==> config.mk <==
export PLATFORM = sky130hd
export DESIGN_NAME = point_cluster_outline_picker_flat
export DESIGN_NICKNAME = d
export VERILOG_FILES = /design/src/pcop_pkg.sv /design/src/pcop_in_if.sv /design/src/pcop_out_if.sv /design/src/point_cluster_outline_picker.sv /design/src/pcop_sq_acc.sv /design/src/pcop_isqrt.sv /design/src/flat_wrapper.sv
export VERILOG_INCLUDE_DIRS = /design/src /design/src/src
export SDC_FILE = /design/constraint.sdc
export NUM_CORES = 1
export LEC_CHECK = 0
export BUFFER_PORTS_ARGS = -buffer_cell sky130_fd_sc_hd__buf_2
export CAP_MARGIN = 20
export CELL_PAD_IN_SITES_DETAIL_PLACEMENT = 1
export CELL_PAD_IN_SITES_GLOBAL_PLACEMENT = 1
export CORE_MARGIN = 5
export CORE_UTILIZATION = 40
export CTS_CLUSTER_SIZE = 10
export DETAILED_ROUTE_END_ITERATION = 12
export PLACE_DENSITY = 0.67
export SLEW_MARGIN = 30
export SYNTH_ARGS = -nofsm -noshare
export SYNTH_HDL_FRONTEND = slang
export SYNTH_HIERARCHICAL = 1
export SYNTH_SLANG_ARGS = --single-unit
==> constraint.sdc <==
create_clock -name i_clk -period 11.05 [get_ports i_clk]
set_input_delay 2.21 -clock i_clk [delete_from_list [all_inputs] [get_ports i_clk]]
set_output_delay 2.21 -clock i_clk [all_outputs]
set_load 0.01 [all_outputs]
==> src/assert_macros.svh <==
// Assertion helper macros shared by the RTL files.
`ifndef ASSERT_MACROS_SVH
`define ASSERT_MACROS_SVH
`ifndef ASSERT_OFF
`define ASSERT_IMPLY(label, clk, rst_n, ante, cons) \
    label: assert property (@(posedge clk) disable iff (!(rst_n)) (ante) |-> (cons)) \
        else $error("assertion failed");
`define ASSERT_NEXT(label, clk, rst_n, ante, cons) \
    label: assert property (@(posedge clk) disable iff (!(rst_n)) (ante) |=> (cons)) \
        else $error("assertion failed");
`else
`define ASSERT_IMPLY(label, clk, rst_n, ante, cons)
`define ASSERT_NEXT(label, clk, rst_n, ante, cons)
`endif
`endif

==> src/pcop_pkg.sv <==
package pcop_pkg;
    localparam int KIND_W = 2;
    localparam logic [1:0] KIND_LINE = 2'd0;
    localparam logic [1:0] KIND_CORNER_LOW = 2'd1;
    localparam logic [1:0] KIND_CORNER_HIGH = 2'd2;
    localparam logic [1:0] KIND_NONE = 2'd3;
    localparam logic [15:0] TOL_RESET = 16'd13;

    // Controller states.
    typedef enum logic [2:0] {
        t_st_idle = 3'd0,
        t_st_load = 3'd1,
        t_st_sq   = 3'd2,
        t_st_root = 3'd3,
        t_st_next = 3'd4,
        t_st_out  = 3'd5
    } t_state;
endpackage

==> src/pcop_in_if.sv <==
interface pcop_in_if #(parameter int COORD_WIDTH = 16);
    logic valid;
    logic ready;
    logic signed [COORD_WIDTH-1:0] x_coord;
    logic signed [COORD_WIDTH-1:0] y_coord;
    logic signed [COORD_WIDTH-1:0] z_coord;
    logic last_point;
    modport source (output valid, x_coord, y_coord, z_coord, last_point, input ready);
    modport sink (input valid, x_coord, y_coord, z_coord, last_point, output ready);
endinterface

==> src/pcop_out_if.sv <==
interface pcop_out_if #(parameter int COORD_WIDTH = 16);
    logic valid;
    logic ready;
    logic [1:0] outline_kind;
    logic signed [COORD_WIDTH-1:0] first_x;
    logic signed [COORD_WIDTH-1:0] first_y;
    logic signed [COORD_WIDTH-1:0] first_z;
    logic signed [COORD_WIDTH-1:0] second_x;
    logic signed [COORD_WIDTH-1:0] second_y;
    logic signed [COORD_WIDTH-1:0] second_z;
    modport source (output valid, outline_kind, first_x, first_y, first_z,
        second_x, second_y, second_z, input ready);
    modport sink (input valid, outline_kind, first_x, first_y, first_z,
        second_x, second_y, second_z, output ready);
endinterface

==> src/point_cluster_outline_picker.sv <==
// Points are tracked at one transfer per cycle while a cluster is open. On the
// last point the block stops taking points and works out three distances in
// turn: each clears the accumulator in a load state, adds three squares through
// a bit-serial squarer, starts a bit-serial square root and captures the root.
// A final state classifies and offers the result, and the next point is taken
// in the cycle after the result's transfer.
`include "assert_macros.svh"
module point_cluster_outline_picker #(
    parameter int COORD_WIDTH = 16
) (
    input  logic        i_clk,
    input  logic        i_rst_n,
    input  logic        i_cfg_we,
    input  logic [15:0] i_cfg_wdata,
    pcop_in_if.sink     in_ch,
    pcop_out_if.source  out_ch
);
    localparam int CW = COORD_WIDTH;
    localparam int DW = CW + 1;
    localparam int AW = 2 * DW + 2;
    localparam int RW = AW / 2;
    localparam int PW = 3 * CW;

    pcop_pkg::t_state r_state, n_state;
    logic [15:0]   r_tol;
    logic          r_seen;
    logic [PW-1:0] r_gy, r_ly, r_lx;
    logic [1:0]    r_pair, r_axis;
    logic [RW-1:0] r_dl, r_dr, r_dt;
    logic          r_ovalid;
    logic [1:0]    r_kind;
    logic [PW-1:0] r_p1, r_p2;
    logic          r_sq_start_d;

    logic          in_go, sq_busy, rt_busy, sq_clear, sq_start, rt_start;
    logic [AW-1:0] sq_sum;
    logic [RW-1:0] root;
    logic [PW-1:0] pa, pb, cur;
    logic signed [CW-1:0] ca, cb;
    logic signed [CW:0] sd;
    logic [DW-1:0] ad;
    logic [RW+16:0] sum_lr, lhs1, rhs1, lhs2;

    assign cur = {in_ch.x_coord, in_ch.y_coord, in_ch.z_coord};
    assign in_ch.ready = (r_state == pcop_pkg::t_st_idle);
    assign in_go = in_ch.valid && in_ch.ready;

    // Tolerance register.
    always_ff @(posedge i_clk) begin
        if (!i_rst_n) begin
            r_tol <= pcop_pkg::TOL_RESET;
        end else if (i_cfg_we) begin
            r_tol <= i_cfg_wdata;
        end
    end

    // Extreme tracking; fields packed as {x, y, z}.
    always_ff @(posedge i_clk) begin
        if (!i_rst_n) begin
            r_seen <= 1'b0;
        end else if (in_go) begin
            r_seen <= !in_ch.last_point;
        end
        if (in_go) begin
            if (!r_seen) begin
                r_gy <= cur;
                r_ly <= cur;
                r_lx <= cur;
            end else begin
                if ($signed(in_ch.y_coord) > $signed(r_gy[2*CW-1:CW])) r_gy <= cur;
                if ($signed(in_ch.y_coord) < $signed(r_ly[2*CW-1:CW])) r_ly <= cur;
                if ($signed(in_ch.x_coord) < $signed(r_lx[3*CW-1:2*CW])) r_lx <= cur;
            end
        end
    end

    // Pair 0 is left, 1 right, 2 total; axis 0..2 picks x, y, z, and 3 means
    // all three squares have been started.
    always_comb begin
        unique case (r_pair)
            2'd0: begin pa = r_gy; pb = r_lx; end
            2'd1: begin pa = r_ly; pb = r_lx; end
            default: begin pa = r_gy; pb = r_ly; end
        endcase
        unique case (r_axis)
            2'd0: begin ca = pa[3*CW-1:2*CW]; cb = pb[3*CW-1:2*CW]; end
            2'd1: begin ca = pa[2*CW-1:CW]; cb = pb[2*CW-1:CW]; end
            default: begin ca = pa[CW-1:0]; cb = pb[CW-1:0]; end
        endcase
        sd = (CW+1)'(ca) - (CW+1)'(cb);
        ad = sd[CW] ? DW'(-sd) : DW'(sd);
    end

    // Next-state logic.
    always_comb begin
        n_state = r_state;
        unique case (r_state)
            pcop_pkg::t_st_idle: if (in_go && in_ch.last_point) n_state = pcop_pkg::t_st_load;
            pcop_pkg::t_st_load: n_state = pcop_pkg::t_st_sq;
            pcop_pkg::t_st_sq: if (!sq_busy && !r_sq_start_d && r_axis == 2'd3)
                n_state = pcop_pkg::t_st_root;
            pcop_pkg::t_st_root: if (!rt_busy && !rt_start) n_state = pcop_pkg::t_st_next;
            pcop_pkg::t_st_next: n_state = (r_pair == 2'd2) ? pcop_pkg::t_st_out
                                                             : pcop_pkg::t_st_load;
            pcop_pkg::t_st_out: if (r_ovalid && out_ch.ready) n_state = pcop_pkg::t_st_idle;
            default: n_state = pcop_pkg::t_st_idle;
        endcase
    end

    // Unit control outputs.
    always_comb begin
        sq_clear = (r_state == pcop_pkg::t_st_load);
        sq_start = (r_state == pcop_pkg::t_st_sq && !sq_busy && !r_sq_start_d
                    && r_axis != 2'd3);
        rt_start = (r_state == pcop_pkg::t_st_sq && !sq_busy && !r_sq_start_d
                    && r_axis == 2'd3);
    end

    always_ff @(posedge i_clk) begin
        if (!i_rst_n) begin
            r_state <= pcop_pkg::t_st_idle;
            r_pair <= 2'd0;
            r_axis <= 2'd0;
            r_sq_start_d <= 1'b0;
        end else begin
            r_state <= n_state;
            r_sq_start_d <= sq_start;
            if (r_state == pcop_pkg::t_st_idle) r_pair <= 2'd0;
            if (r_state == pcop_pkg::t_st_load) r_axis <= 2'd0;
            else if (sq_start) r_axis <= r_axis + 2'd1;
            if (r_state == pcop_pkg::t_st_next) r_pair <= r_pair + 2'd1;
        end
    end

    // Capture each distance when its root finishes.
    always_ff @(posedge i_clk) begin
        if (r_state == pcop_pkg::t_st_next) begin
            unique case (r_pair)
                2'd0: r_dl <= root;
                2'd1: r_dr <= root;
                default: r_dt <= root;
            endcase
        end
    end

    pcop_sq_acc #(.DW(DW), .AW(AW)) u_sq (
        .i_clk(i_clk), .i_rst_n(i_rst_n), .i_clear(sq_clear), .i_start(sq_start),
        .i_diff(ad), .o_busy(sq_busy), .o_sum(sq_sum));

    pcop_isqrt #(.AW(AW)) u_rt (
        .i_clk(i_clk), .i_rst_n(i_rst_n), .i_start(rt_start), .i_rad(sq_sum),
        .o_busy(rt_busy), .o_root(root));

    // Classification on the three distances.
    always_comb begin
        sum_lr = (RW+17)'(r_dl) + (RW+17)'(r_dr);
        lhs1 = (RW+17)'(r_dt);
        rhs1 = sum_lr + (RW+17)'(r_tol);
        lhs2 = (RW+17)'(r_dt) + (RW+17)'(r_tol);
    end

    // Output register: classify in the first output cycle, then hold until the transfer.
    always_ff @(posedge i_clk) begin
        if (!i_rst_n) begin
            r_ovalid <= 1'b0;
        end else if (r_state == pcop_pkg::t_st_out && !r_ovalid) begin
            r_ovalid <= 1'b1;
        end else if (r_ovalid && out_ch.ready) begin
            r_ovalid <= 1'b0;
        end
        if (r_state == pcop_pkg::t_st_out && !r_ovalid) begin
            if (lhs1 < rhs1 && lhs2 > sum_lr) begin
                r_kind <= pcop_pkg::KIND_LINE; r_p1 <= r_gy; r_p2 <= r_ly;
            end else if (r_dr > r_dl) begin
                r_kind <= pcop_pkg::KIND_CORNER_LOW; r_p1 <= r_lx; r_p2 <= r_ly;
            end else if (r_dl > r_dr) begin
                r_kind <= pcop_pkg::KIND_CORNER_HIGH; r_p1 <= r_gy; r_p2 <= r_lx;
            end else begin
                r_kind <= pcop_pkg::KIND_NONE; r_p1 <= '0; r_p2 <= '0;
            end
        end
    end

    assign out_ch.valid = r_ovalid;
    assign out_ch.outline_kind = r_kind;
    assign out_ch.first_x = r_p1[3*CW-1:2*CW];
    assign out_ch.first_y = r_p1[2*CW-1:CW];
    assign out_ch.first_z = r_p1[CW-1:0];
    assign out_ch.second_x = r_p2[3*CW-1:2*CW];
    assign out_ch.second_y = r_p2[2*CW-1:CW];
    assign out_ch.second_z = r_p2[CW-1:0];

    `ASSERT_IMPLY(a_no_in_busy, i_clk, i_rst_n, r_state != pcop_pkg::t_st_idle, !in_ch.ready)
    `ASSERT_IMPLY(a_out_state, i_clk, i_rst_n, out_ch.valid, r_state == pcop_pkg::t_st_out)
    `ASSERT_NEXT(a_last_go, i_clk, i_rst_n, in_go && in_ch.last_point, r_state == pcop_pkg::t_st_load)
endmodule

==> src/pcop_sq_acc.sv <==
`include "assert_macros.svh"
// Bit-serial squarer: adds d*d into an accumulator, one multiplier bit per cycle.
module pcop_sq_acc #(
    parameter int DW = 17,
    parameter int AW = 36
) (
    input  logic          i_clk,
    input  logic          i_rst_n,
    input  logic          i_clear,
    input  logic          i_start,
    input  logic [DW-1:0] i_diff,
    output logic          o_busy,
    output logic [AW-1:0] o_sum
);
    localparam int CW = $clog2(DW + 1);
    logic [DW-1:0] r_mplier;
    logic [AW-1:0] r_sum, r_shift;
    logic [CW-1:0] r_cnt;
    logic          r_busy;

    // Shift-and-add: the multiplicand shifts up as multiplier bits shift out.
    always_ff @(posedge i_clk) begin
        if (!i_rst_n) begin
            r_busy <= 1'b0;
            r_cnt <= '0;
        end else if (i_start) begin
            r_busy <= 1'b1;
            r_cnt <= CW'(DW);
        end else if (r_busy) begin
            r_cnt <= r_cnt - 1'b1;
            if (r_cnt == CW'(1)) begin
                r_busy <= 1'b0;
            end
        end
    end

    always_ff @(posedge i_clk) begin
        if (i_clear) begin
            r_sum <= '0;
        end else if (r_busy && r_mplier[0]) begin
            r_sum <= r_sum + r_shift;
        end
        if (i_start) begin
            r_mplier <= i_diff;
            r_shift <= AW'(i_diff);
        end else if (r_busy) begin
            r_mplier <= r_mplier >> 1;
            r_shift <= r_shift << 1;
        end
    end

    assign o_busy = r_busy;
    assign o_sum = r_sum;

    `ASSERT_NEXT(a_cnt_done, i_clk, i_rst_n, r_busy && r_cnt == CW'(1), !r_busy)
    `ASSERT_IMPLY(a_cnt_live, i_clk, i_rst_n, r_busy, r_cnt != '0)
    `ASSERT_NEXT(a_start_busy, i_clk, i_rst_n, i_start, r_busy)
endmodule

==> src/pcop_isqrt.sv <==
`include "assert_macros.svh"
// Restoring integer square root, one result bit per cycle.
module pcop_isqrt #(
    parameter int AW = 36
) (
    input  logic            i_clk,
    input  logic            i_rst_n,
    input  logic            i_start,
    input  logic [AW-1:0]   i_rad,
    output logic            o_busy,
    output logic [AW/2-1:0] o_root
);
    localparam int RW = AW / 2;
    localparam int CW = $clog2(RW + 1);
    logic [AW-1:0] r_rad;
    logic [RW+1:0] r_rem;
    logic [RW-1:0] r_root;
    logic [CW-1:0] r_cnt;
    logic          r_busy;
    logic [RW+1:0] trial, shifted;

    // Bring down two radicand bits, try root*4+1.
    always_comb begin
        shifted = {r_rem[RW-1:0], r_rad[AW-1 -: 2]};
        trial = shifted - {r_root, 2'b01};
    end

    always_ff @(posedge i_clk) begin
        if (!i_rst_n) begin
            r_busy <= 1'b0;
            r_cnt <= '0;
        end else if (i_start) begin
            r_busy <= 1'b1;
            r_cnt <= CW'(RW);
        end else if (r_busy) begin
            r_cnt <= r_cnt - 1'b1;
            if (r_cnt == CW'(1)) begin
                r_busy <= 1'b0;
            end
        end
    end

    always_ff @(posedge i_clk) begin
        if (i_start) begin
            r_rad <= i_rad;
            r_rem <= '0;
            r_root <= '0;
        end else if (r_busy) begin
            r_rad <= r_rad << 2;
            if (!trial[RW+1]) begin
                r_rem <= trial;
                r_root <= {r_root[RW-2:0], 1'b1};
            end else begin
                r_rem <= shifted;
                r_root <= {r_root[RW-2:0], 1'b0};
            end
        end
    end

    assign o_busy = r_busy;
    assign o_root = r_root;

    `ASSERT_NEXT(a_done, i_clk, i_rst_n, r_busy && r_cnt == CW'(1), !r_busy)
    `ASSERT_IMPLY(a_live, i_clk, i_rst_n, r_busy, r_cnt != '0)
    `ASSERT_NEXT(a_start, i_clk, i_rst_n, i_start, r_busy)
endmodule

==> src/flat_wrapper.sv <==
// flat-port wrapper written by rule: the top's interface ports become plain ports
module point_cluster_outline_picker_flat 
#(
    parameter int COORD_WIDTH = 16
)
  (i_clk, i_rst_n, i_cfg_we, i_cfg_wdata, in_ch_valid, in_ch_x_coord, in_ch_y_coord, in_ch_z_coord, in_ch_last_point, in_ch_ready, out_ch_valid, out_ch_outline_kind, out_ch_first_x, out_ch_first_y, out_ch_first_z, out_ch_second_x, out_ch_second_y, out_ch_second_z, out_ch_ready);
  pcop_in_if #(.COORD_WIDTH(COORD_WIDTH)) in_ch_i ();
  pcop_out_if #(.COORD_WIDTH(COORD_WIDTH)) out_ch_i ();
  input  logic i_clk;
  input  logic i_rst_n;
  input  logic i_cfg_we;
  input  logic [15:0] i_cfg_wdata;
  input wire logic [$bits(in_ch_i.valid)-1:0] in_ch_valid;
  input wire logic [$bits(in_ch_i.x_coord)-1:0] in_ch_x_coord;
  input wire logic [$bits(in_ch_i.y_coord)-1:0] in_ch_y_coord;
  input wire logic [$bits(in_ch_i.z_coord)-1:0] in_ch_z_coord;
  input wire logic [$bits(in_ch_i.last_point)-1:0] in_ch_last_point;
  output wire logic [$bits(in_ch_i.ready)-1:0] in_ch_ready;
  output wire logic [$bits(out_ch_i.valid)-1:0] out_ch_valid;
  output wire logic [$bits(out_ch_i.outline_kind)-1:0] out_ch_outline_kind;
  output wire logic [$bits(out_ch_i.first_x)-1:0] out_ch_first_x;
  output wire logic [$bits(out_ch_i.first_y)-1:0] out_ch_first_y;
  output wire logic [$bits(out_ch_i.first_z)-1:0] out_ch_first_z;
  output wire logic [$bits(out_ch_i.second_x)-1:0] out_ch_second_x;
  output wire logic [$bits(out_ch_i.second_y)-1:0] out_ch_second_y;
  output wire logic [$bits(out_ch_i.second_z)-1:0] out_ch_second_z;
  input wire logic [$bits(out_ch_i.ready)-1:0] out_ch_ready;
  assign in_ch_i.valid = in_ch_valid;
  assign in_ch_i.x_coord = in_ch_x_coord;
  assign in_ch_i.y_coord = in_ch_y_coord;
  assign in_ch_i.z_coord = in_ch_z_coord;
  assign in_ch_i.last_point = in_ch_last_point;
  assign in_ch_ready = in_ch_i.ready;
  assign out_ch_valid = out_ch_i.valid;
  assign out_ch_outline_kind = out_ch_i.outline_kind;
  assign out_ch_first_x = out_ch_i.first_x;
  assign out_ch_first_y = out_ch_i.first_y;
  assign out_ch_first_z = out_ch_i.first_z;
  assign out_ch_second_x = out_ch_i.second_x;
  assign out_ch_second_y = out_ch_i.second_y;
  assign out_ch_second_z = out_ch_i.second_z;
  assign out_ch_i.ready = out_ch_ready;
  point_cluster_outline_picker #(.COORD_WIDTH(COORD_WIDTH)) u_core (.i_clk(i_clk), .i_rst_n(i_rst_n), .i_cfg_we(i_cfg_we), .i_cfg_wdata(i_cfg_wdata), .in_ch(in_ch_i), .out_ch(out_ch_i));
endmodule
==> impl_metrics.toml, run 1 <==
[power]
p_seq_share_pct = 42.0
power_frac_comb_pct = 24.4
p_switching_mw = 1.68
switching_share_pct = 31.1
ir_drop_mv = 0.133
power_density_nw_per_um2 = 171
leakage_nw = 12.5
internal_power_mw = 3.73
p_clk_share_pct = 33.7

[timing]
hold_viol = 0
tightest_slew_ns = 0.912
finalClockSkew_ns = 0.0619
timing.fmax_mhz = 144
fin_crit_sh_pct = 62.9
maxSlewViolCount = 0
rsz0062_at_grt = "no"
relSlewSlack_pct = 39.2
setup_viol = 0
finalSetupTns_ns = 0
finalCriticalPeriod_ns = 6.95

[global_route]
first_global_vias = 22100
grt_usage_pct = 21.6
grt_max_degree = 76
grt_pass1_wl_mm = 128
antenna_found_initial = 15
overflow = 0

[synth]
ys_ff_latch = 495
syn-num-nets = 2885
synthesis.area_sq_um = 28100
synthCells = 2579
synth-seq-area-share_pct = 48.3
yosysWarnings = 6
yosys.cell_types.count = 100
ys.flop_type = "edfxtp_1"
synth_edf_count = 366
synthArstFlopShare_pct = 0
avgSynthCellArea_sq_um = 10.9

[clock_tree]
cts_hold_buffers = 0
cts.sinks = 495
clockBufferDepth = 3
cts_tree = "yes"
cts_root_buf = "clkbuf_16"
numCtsBuffers = 59
post-cts-setup-buffer-count = 0
clock_latency_ns = 0.66
cts-resized-gates = 0
clkSlewWorstSetupHoldPaths_ns = 0.06
cts_htree_levels = 2

[setup_path]
critPathSlowestCell = "buf_4"
worstSetupStartpointType = "register"
cp.arrival_ns = 7.47
cp_slowest_stage_delay_ns = 0.60
endpoint_kind = "register"
cp_max_fo = 49
path_class = "reg2reg"
ff2ff_setup_slack_ns = 4.10
crit_top_cell = "a21oi_1"
crit_required_ns = 11.57

[floorplan]
rows = 97
start_util_pct = 40.2
num_io_pins = 170
die_y_microns = 275
core_area_sq_um = 69900
die_x_microns = 275
die-area_sq_um = 75700

[final_layout]
final_common_cell = "edfxtp_1"
syn_to_final_growth_pct = 12.6
final_cells = 3709
nets = 3029
final_cell_mix = "edfxtp_1 (366), ha_1 (228), inv_1 (192)"
drive_above_1_share_pct = 13.9

[placement]
place.gp.congestion = 0.866
portBuffers = 169
dp_hpwl_mm = 60.2
dp.cells = 3602

[detailed_routing]
drt_first_pass_iters = 5
vias = 20700
drc_errors = 0
ant_nets = 0
routed_wl_mm = 83.2
dr.first_iter.drc_count = 1107
wl_per_cell_microns = 22.4
vias_per_cell = 5.58

[outcome]
status = "complete, no violations"

[run]
drv_cap = 0

[min_path]
hold_path.class = "reg2reg"
-- synth_stat cells, types with 68 or more instances --
master / n / area share, %
edfxtp_1: 366 / 39
nand2_1: 177 / 2.4
ha_1: 231 / 10
a21oi_1: 151 / 2.7
clkbuf_1: 68 / 0.91
a22o_1: 100 / 3.1
mux2i_1: 83 / 3.0
dfxtp_1: 129 / 9.2
inv_1: 192 / 2.6
nor2_1: 154 / 2.1
o21ai_0: 129 / 2.3
xnor2_1: 70 / 2.2
-- final cells by class --
type	count	area [sq um]
fillers	7612	38200
inverters	193	724
diodes	8	20.0
repair buffers	191	1010
clock buffers	88	1650
clock inverters	11	143
well taps	940	1180
multi-input cells	1783	13400
flip-flops and latches	495	13600
-- sequential cells by signal (all words and copies together) (netlist names), 2 cells and up --
| register | flops |
|---|---|
| u_core/r_axis | 2 |
| u_core/u_sq/r_cnt | 5 |
| u_core/r_gy | 48 |
| u_core/u_rt/r_rad | 36 |
| u_core/r_dt | 18 |
| u_core/u_rt/r_rem | 18 |
| u_core/r_p2 | 48 |
| u_core/r_p1 | 48 |
| u_core/out_ch.outline_kind | 2 |
| u_core/r_tol | 16 |
| u_core/r_dr | 18 |
| u_core/r_pair | 2 |
| u_core/r_state | 3 |
| u_core/u_rt/r_cnt | 5 |
| u_core/r_ly | 48 |
| u_core/r_dl | 18 |
| u_core/r_lx | 48 |
| u_core/u_sq/r_mplier | 17 |
| u_core/u_sq/r_shift | 36 |
| u_core/u_rt/o_root | 18 |
| u_core/u_sq/o_sum | 36 |
-- path summary, 6_finish.rpt --
kind,from,cells after the start,endpoint
worst max register to register,u_core/r_dl[0],28,u_core/r_p1[38]
worst min-delay path,u_core/u_sq/o_sum[17],2,u_core/u_sq/o_sum[17]
worst min register to register,u_core/u_sq/o_sum[17],2,u_core/u_sq/o_sum[17]
worst max-delay path,u_core/r_dl[0],28,u_core/r_p1[38]
-- per-stage QoR --
| step | utilization, % | hold WS [ns] | worst slack, ns | area, sq um | power, mW |
|---|---|---|---|---|---|
| 3_3_place_gp | 42.7 | 0.458 | 4.43 | 29800 | 3.56 |
| 3_5_place_dp | 42.7 | 0.469 | 4.11 | 29800 | 3.63 |
| 4_1_cts | 45.2 | 0.476 | 4.13 | 31600 | 5.48 |
| 5_1_grt | 45.3 | 0.502 | 3.56 | 31600 | 5.72 |
| 6_report | 45.3 | 0.472 | 4.10 | 31700 | 5.42 |
| 2_1_floorplan | - | 0.446 | 0.232 | 28100 | 3.28 |
-- worst max-delay path: cells and delay by family (launching register included) --
family                     cells  cell delay (ns)
AOI/OAI and AO/OA             16             3.25
xor gates and xnor gates       2             0.45
adders and majority gates      4             1.28
buffers and inverters          1             0.60
and+or+nand+nor                5             0.85
DFF                            1             0.39
-- power groups by stage --
stage / Clock, mW / Combinational (mW) / Sequential [mW]
floorplan: 0 / 1.01 / 2.27
global placement: 0 / 1.26 / 2.30
detailed placement: 0 / 1.31 / 2.31
CTS: 1.88 / 1.32 / 2.27
global route: 1.96 / 1.47 / 2.29
finish: 1.82 / 1.32 / 2.27
-- logic make-up (layout without fill, tap and decap cells) --
family,Yosys count,count (layout),synth area share [%]
compound gates,695,695,17.5
simple gates,604,604,10.5
buf+inv,301,483,4.50
mux,136,136,5.09
flops,495,495,48.3
xor+xnor,112,112,3.49
other cells,0,8,0
fa+ha+maj,236,236,10.6
-- routing by layer --
metal	wire (microns)	global-route usage, %
met3	4710	4.53
met5	63	0
met2	38900	36.0
met4	3150	7.82
met1	36300	27.9
Power figures use the tool's default switching activity.
==> run 2: changes to the inputs <==
--- a/config.mk
+++ b/config.mk
@@ -14,7 +14,7 @@
 export CORE_UTILIZATION = 40
 export CTS_CLUSTER_SIZE = 10
 export DETAILED_ROUTE_END_ITERATION = 12
-export PLACE_DENSITY = 0.67
+export PLACE_DENSITY = 0.64
 export SLEW_MARGIN = 30
 export SYNTH_ARGS = -nofsm -noshare
 export SYNTH_HDL_FRONTEND = slang
==> constraint.sdc (replaced) <==
create_clock -name i_clk -period 6.9 [get_ports i_clk]
set_input_delay 1.38 -clock i_clk [delete_from_list [all_inputs] [get_ports i_clk]]
set_output_delay 1.38 -clock i_clk [all_outputs]
set_load 0.01 [all_outputs]
==> impl_metrics.toml, run 2 (synthesis gave the netlist of run 1 again) <==
[global_route]
grt_max_degree = 76
grt_pass1_wl_mm = 130
first_global_vias = 22000
overflow = 0
grt_usage_pct = 22.0
antenna_found_initial = 12

[clock_tree]
cts_root_buf = "clkbuf_16"
clockBufferDepth = 3
numCtsBuffers = 59
clkSlewWorstSetupHoldPaths_ns = 0.06
clock_latency_ns = 0.65
cts.sinks = 495
cts_hold_buffers = 0
cts_tree = "yes"
cts_htree_levels = 2

[power]
totalPowerFinal_mw = 8.74
internal_power_mw = 6.02
power_frac_comb_pct = 24.8
p_switching_mw = 2.73
p_seq_share_pct = 41.7
ir_drop_mv = 0.227
switching_share_pct = 31.2
leakage_nw = 12.6
power_density_nw_per_um2 = 274
p_clk_share_pct = 33.4

[setup_path]
critPathSlowestCell = "edfxtp_1"
crit_required_ns = 7.29
crit_start = "u_core/r_dl[0]"
path_class = "reg2reg"
endpoint_kind = "register"
timing.critical_path.buf_inv = 1
r2r-start = "u_core/r_dl[0]"
cp_max_fo = 14
cp_slowest_stage_delay_ns = 0.39
worstSetupStartpointType = "register"
crit_family = "compound AO/OA/AOI/OAI gates"
cp.arrival_ns = 6.95

[timing]
fin_crit_sh_pct = 95.0
fin_ws_ns = 0.344
finalClockSkew_ns = 0.0579
hold_viol = 0
finalCriticalPeriod_ns = 6.56
timing.fmax_mhz = 153
relSlewSlack_pct = 27.8
setup_viol = 0
tightest_slew_ns = 1.08
maxSlewViolCount = 0

[final_layout]
final_common_cell = "edfxtp_1"
utilization_pct = 45.7
nFillCells = 7682
drive_above_1_share_pct = 14.5
nets = 3047
final_cell_mix = "edfxtp_1 (366), ha_1 (228), inv_1 (192)"
fin_area_sq_um = 31900
final_cells = 3737
syn_to_final_growth_pct = 13.6

[placement]
place_area_sq_um = 30000
dp_hpwl_mm = 63.1
place_ws_ns = 0.121
portBuffers = 169
dp.cells = 3612
place.gp.congestion = 0.872

[floorplan]
rows = 97
start_util_pct = 40.2
num_io_pins = 170
core_area_sq_um = 69900
die_x_microns = 275
die_y_microns = 275
die-area_sq_um = 75700

[detailed_routing]
vias_per_cell = 5.59
routed_wl_mm = 85.5
drc_errors = 0
ant_nets = 0
drt_first_pass_iters = 6
dr.first_iter.drc_count = 1229
vias = 20900
wl_per_cell_microns = 22.9

[outcome]
status = "complete, no violations"

[min_path]
worstHoldStart = "u_core/u_sq/o_sum[14]"
hold_path.class = "reg2reg"

[run]
drv_cap = 0
run 2: cell types whose count changed in the layout (fill, tap and decap cells not counted), sizes merged:
cell / before / now
and2: 13 / 14
buf: 191 / 208
bufinv: 1 / 0
clkbuf: 88 / 102
clkinv: 10 / 7
clkinvlp: 0 / 1
diode: 8 / 6
inv: 193 / 194
run 2: routing by layer:
| metal | GRT usage, % | routed length (microns) | vias up | share of wire, % |
|---|---|---|---|---|
| met5 | 0 | 66 | - | 0.077 |
| li1 | - | - | 9904 | - |
| met2 | 37.2 | 40800 | 457 | 48 |
| met1 | 29.2 | 38100 | 10400 | 45 |
| met3 | 3.54 | 4100 | 139 | 4.8 |
| met4 | 6.41 | 2480 | 10 | 2.9 |
run 2: power by group through the flow:
stage	registers (mW)	logic, mW	clock network (mW)
floorplan	3.63	1.61	0
global placement	3.70	2.05	0
detailed placement	3.71	2.15	0
CTS	3.65	2.16	3.01
global route	3.67	2.40	3.15
finish	3.65	2.17	2.92
run 2: area by class of cell:
| cell class | count | area [sq um] | area share [%] |
|---|---|---|---|
| Clock inverter | 9 | 87.6 | 0.274 |
| Multi-Input combinational cell | 1784 | 13400 | 42.0 |
| Tap cell | 940 | 1180 | 3.68 |
| Inverter | 193 | 724 | 2.27 |
| Timing Repair Buffer | 208 | 1230 | 3.86 |
| Sequential cell | 495 | 13600 | 42.5 |
| Clock buffer | 102 | 1720 | 5.38 |
| Antenna cell | 6 | 15.0 | 0.0470 |
run 2: per-stage QoR:
step                TNS [ns]  hold slack (ns)
finish                     0            0.472
global route          -0.157            0.493
CTS                        0            0.474
detailed placement         0            0.465
global placement           0            0.457
floorplan                  0            0.446
run 2: worst paths after layout:
kind | end | slack [ns] | depth (start not counted)
setup / recovery | u_core/r_p1[5] | 0.34 | 29
hold / removal | u_core/u_sq/o_sum[14] | 0.47 | 2
setup reg to reg | u_core/r_p1[5] | 0.34 | 29
hold reg to reg | u_core/u_sq/o_sum[14] | 0.47 | 2
run 2: tightest hold or removal path, delay by kind of cell (launching register included):
| family | cells | cell delay [ns] |
|---|---|---|
| flip-flops | 1 | 0.32 |
| AO/OA/AOI/OAI | 1 | 0.05 |
| AND/OR/NAND/NOR | 1 | 0.06 |
run 2: what timing repair did:
item / in CTS / in global routing
endpoints found under the setup margin: 0 / 98
buffers inserted: 0 / 7
gates resized for setup: 0 / 12
hold endpoints to repair: 0 / 0
==> run 3: changes to the inputs <==
--- a/config.mk
+++ b/config.mk
@@ -14,7 +14,8 @@
 export CORE_UTILIZATION = 40
 export CTS_CLUSTER_SIZE = 10
 export DETAILED_ROUTE_END_ITERATION = 12
-export PLACE_DENSITY = 0.64
+export PLACE_DENSITY_LB_ADDON = 0.1
+export REMOVE_ABC_BUFFERS = 1
 export SLEW_MARGIN = 30
 export SYNTH_ARGS = -nofsm -noshare
 export SYNTH_HDL_FRONTEND = slang
==> constraint.sdc (replaced) <==
create_clock -name i_clk -period 5.57 [get_ports i_clk]
set_input_delay 1.114 -clock i_clk [delete_from_list [all_inputs] [get_ports i_clk]]
set_output_delay 1.114 -clock i_clk [all_outputs]
set_load 0.01 [all_outputs]
==> impl_metrics.toml, run 3 (synthesis gave the netlist of run 1 again) <==
[outcome]
status = "complete, but fails checks"
violations = "setup timing"

[setup_path]
reg2regPathDepth = 28
ff2ff_setup_slack_ns = -0.69
critPathSlowestCell = "or4_4"
cp_max_fo = 6
cp_slowest_stage_delay_ns = 0.49
endpoint_kind = "register"
crit_top_cell = "buf_4"
crit_required_ns = 5.95
cp.arrival_ns = 6.65
r2r_end = "u_core/r_p1[0]"
worstSetupStartpointType = "register"
path_class = "reg2reg"
r2r-start = "u_core/r_dl[0]"
crit_start = "u_core/r_dl[0]"

[timing]
finalSetupTns_ns = -62.93
whs_ns = 0.469
rsz0062_at_grt = "yes"
fin_ws_ns = -0.692
tightest_slew_ns = 0.948
maxSlewViolCount = 0
relSlewSlack_pct = 36.8
fin_crit_sh_pct = 112
hold_viol = 0
setup_viol = 98
timing.fmax_mhz = 160
finalClockSkew_ns = 0.0288
finalCriticalPeriod_ns = 6.26

[clock_tree]
cts_root_buf = "clkbuf_16"
numCtsBuffers = 60
cts_hold_buffers = 0
clkSlewWorstSetupHoldPaths_ns = 0.06
clock_latency_ns = 0.63
cts_htree_levels = 2
clockBufferDepth = 3
cts_tree = "yes"
cts.sinks = 495

[placement]
place_ws_ns = -1.12
dp.cells = 3716
dp_hpwl_mm = 60.1
place_area_sq_um = 30800
portBuffers = 169
place.gp.congestion = 0.859

[global_route]
overflow = 0
grt_pass1_wl_mm = 131
antenna_found_initial = 4
grt_usage_pct = 21.8
first_global_vias = 23000
grt_max_degree = 76

[detailed_routing]
routed_wl_mm = 85.8
drt_first_pass_iters = 8
drc_errors = 0
ant_nets = 0
dr.first_iter.drc_count = 1036
vias_per_cell = 5.54
vias = 21400
wl_per_cell_microns = 22.2

[final_layout]
utilization_pct = 47.9
drive_above_1_share_pct = 19.9
final_common_cell = "edfxtp_1"
final_cells = 3862
nFillCells = 7671
final_cell_mix = "edfxtp_1 (366), ha_1 (221), inv_1 (189)"
nets = 3185
syn_to_final_growth_pct = 19.1
fin_area_sq_um = 33500

[power]
p_clk_share_pct = 33.3
totalPowerFinal_mw = 11.1
internal_power_mw = 7.62
leakage_nw = 13.4
p_switching_mw = 3.44
ir_drop_mv = 0.231
power_frac_comb_pct = 26.0
p_seq_share_pct = 40.7
power_density_nw_per_um2 = 330
switching_share_pct = 31.1

[floorplan]
core_area_sq_um = 69900
die_y_microns = 275
rows = 97
die-area_sq_um = 75700
start_util_pct = 40.2
die_x_microns = 275
num_io_pins = 170

[min_path]
whs_path_depth = 2
worstHoldStart = "u_core/u_sq/o_sum[12]"
hold_end = "u_core/u_sq/o_sum[12]"
hold_path.class = "reg2reg"

[run]
drv_cap = 0
[run 3: cell count changes in the layout (fill, tap and decap cells not counted), moves of 4 or more]
cell	before	now
a21oi_1	150	143
a21oi_2	4	11
buf_4	32	150
buf_6	0	7
clkbuf_1	35	25
clkbuf_16	59	66
clkbuf_8	8	4
diode_2	6	1
ha_1	228	221
ha_2	3	7
[run 3: critical path: cells and delay by family (launching register included)]
kind	cells	cell delay (ns)
buf+inv	6	0.86
fa+ha+maj	4	1.06
compound gates	9	1.79
simple gates	7	1.65
xor+xnor	2	0.22
flops	1	0.44
[run 3: power groups by stage]
stage	sequential, mW	combinational, mW	clock, mW
4_1_cts	4.50	2.82	3.81
2_1_floorplan	4.51	1.91	0
3_3_place_gp	4.56	2.67	0
6_report	4.50	2.87	3.69
5_1_grt	4.53	3.17	3.96
3_5_place_dp	4.57	2.76	0
[run 3: timing repair]
item,CTS,global route
resized for setup,42,36
endpoints found under the setup margin,98,98
buffers inserted,17,11
gates cloned,5,8
pin swaps,29,26
[run 3: cell type report]
class	instances	area [sq um]	area share, %
clock buffer	90	1680	5.01
sequential	495	13600	40.6
timing repair buffer	346	2510	7.51
clock inverter	14	149	0.445
antenna	1	2.50	0.00748
multi-input combinational	1783	13700	40.8
inverter	193	727	2.17
tap	940	1180	3.51
[run 3: worst max path at each step]
| stage | depth (start not counted) | to |
|---|---|---|
| CTS | 28 | u_core/r_p1[46] |
| finish | 28 | u_core/r_p1[0] |
| global placement | 29 | u_core/r_p1[11] |
| floorplan | 2 | u_core/out_ch.valid |
| detailed placement | 28 | u_core/r_p1[13] |
| global route | 29 | u_core/r_p1[0] |
[run 3: metal layers]
metal / up-vias / track usage [%] / wire, microns
met1: 10600 / 26.2 / 35500
met4: 4 / 6.46 / 2640
li1: 10200 / - / -
met5: - / 0 / 24
met3: 146 / 3.89 / 4060
met2: 482 / 40.1 / 43500
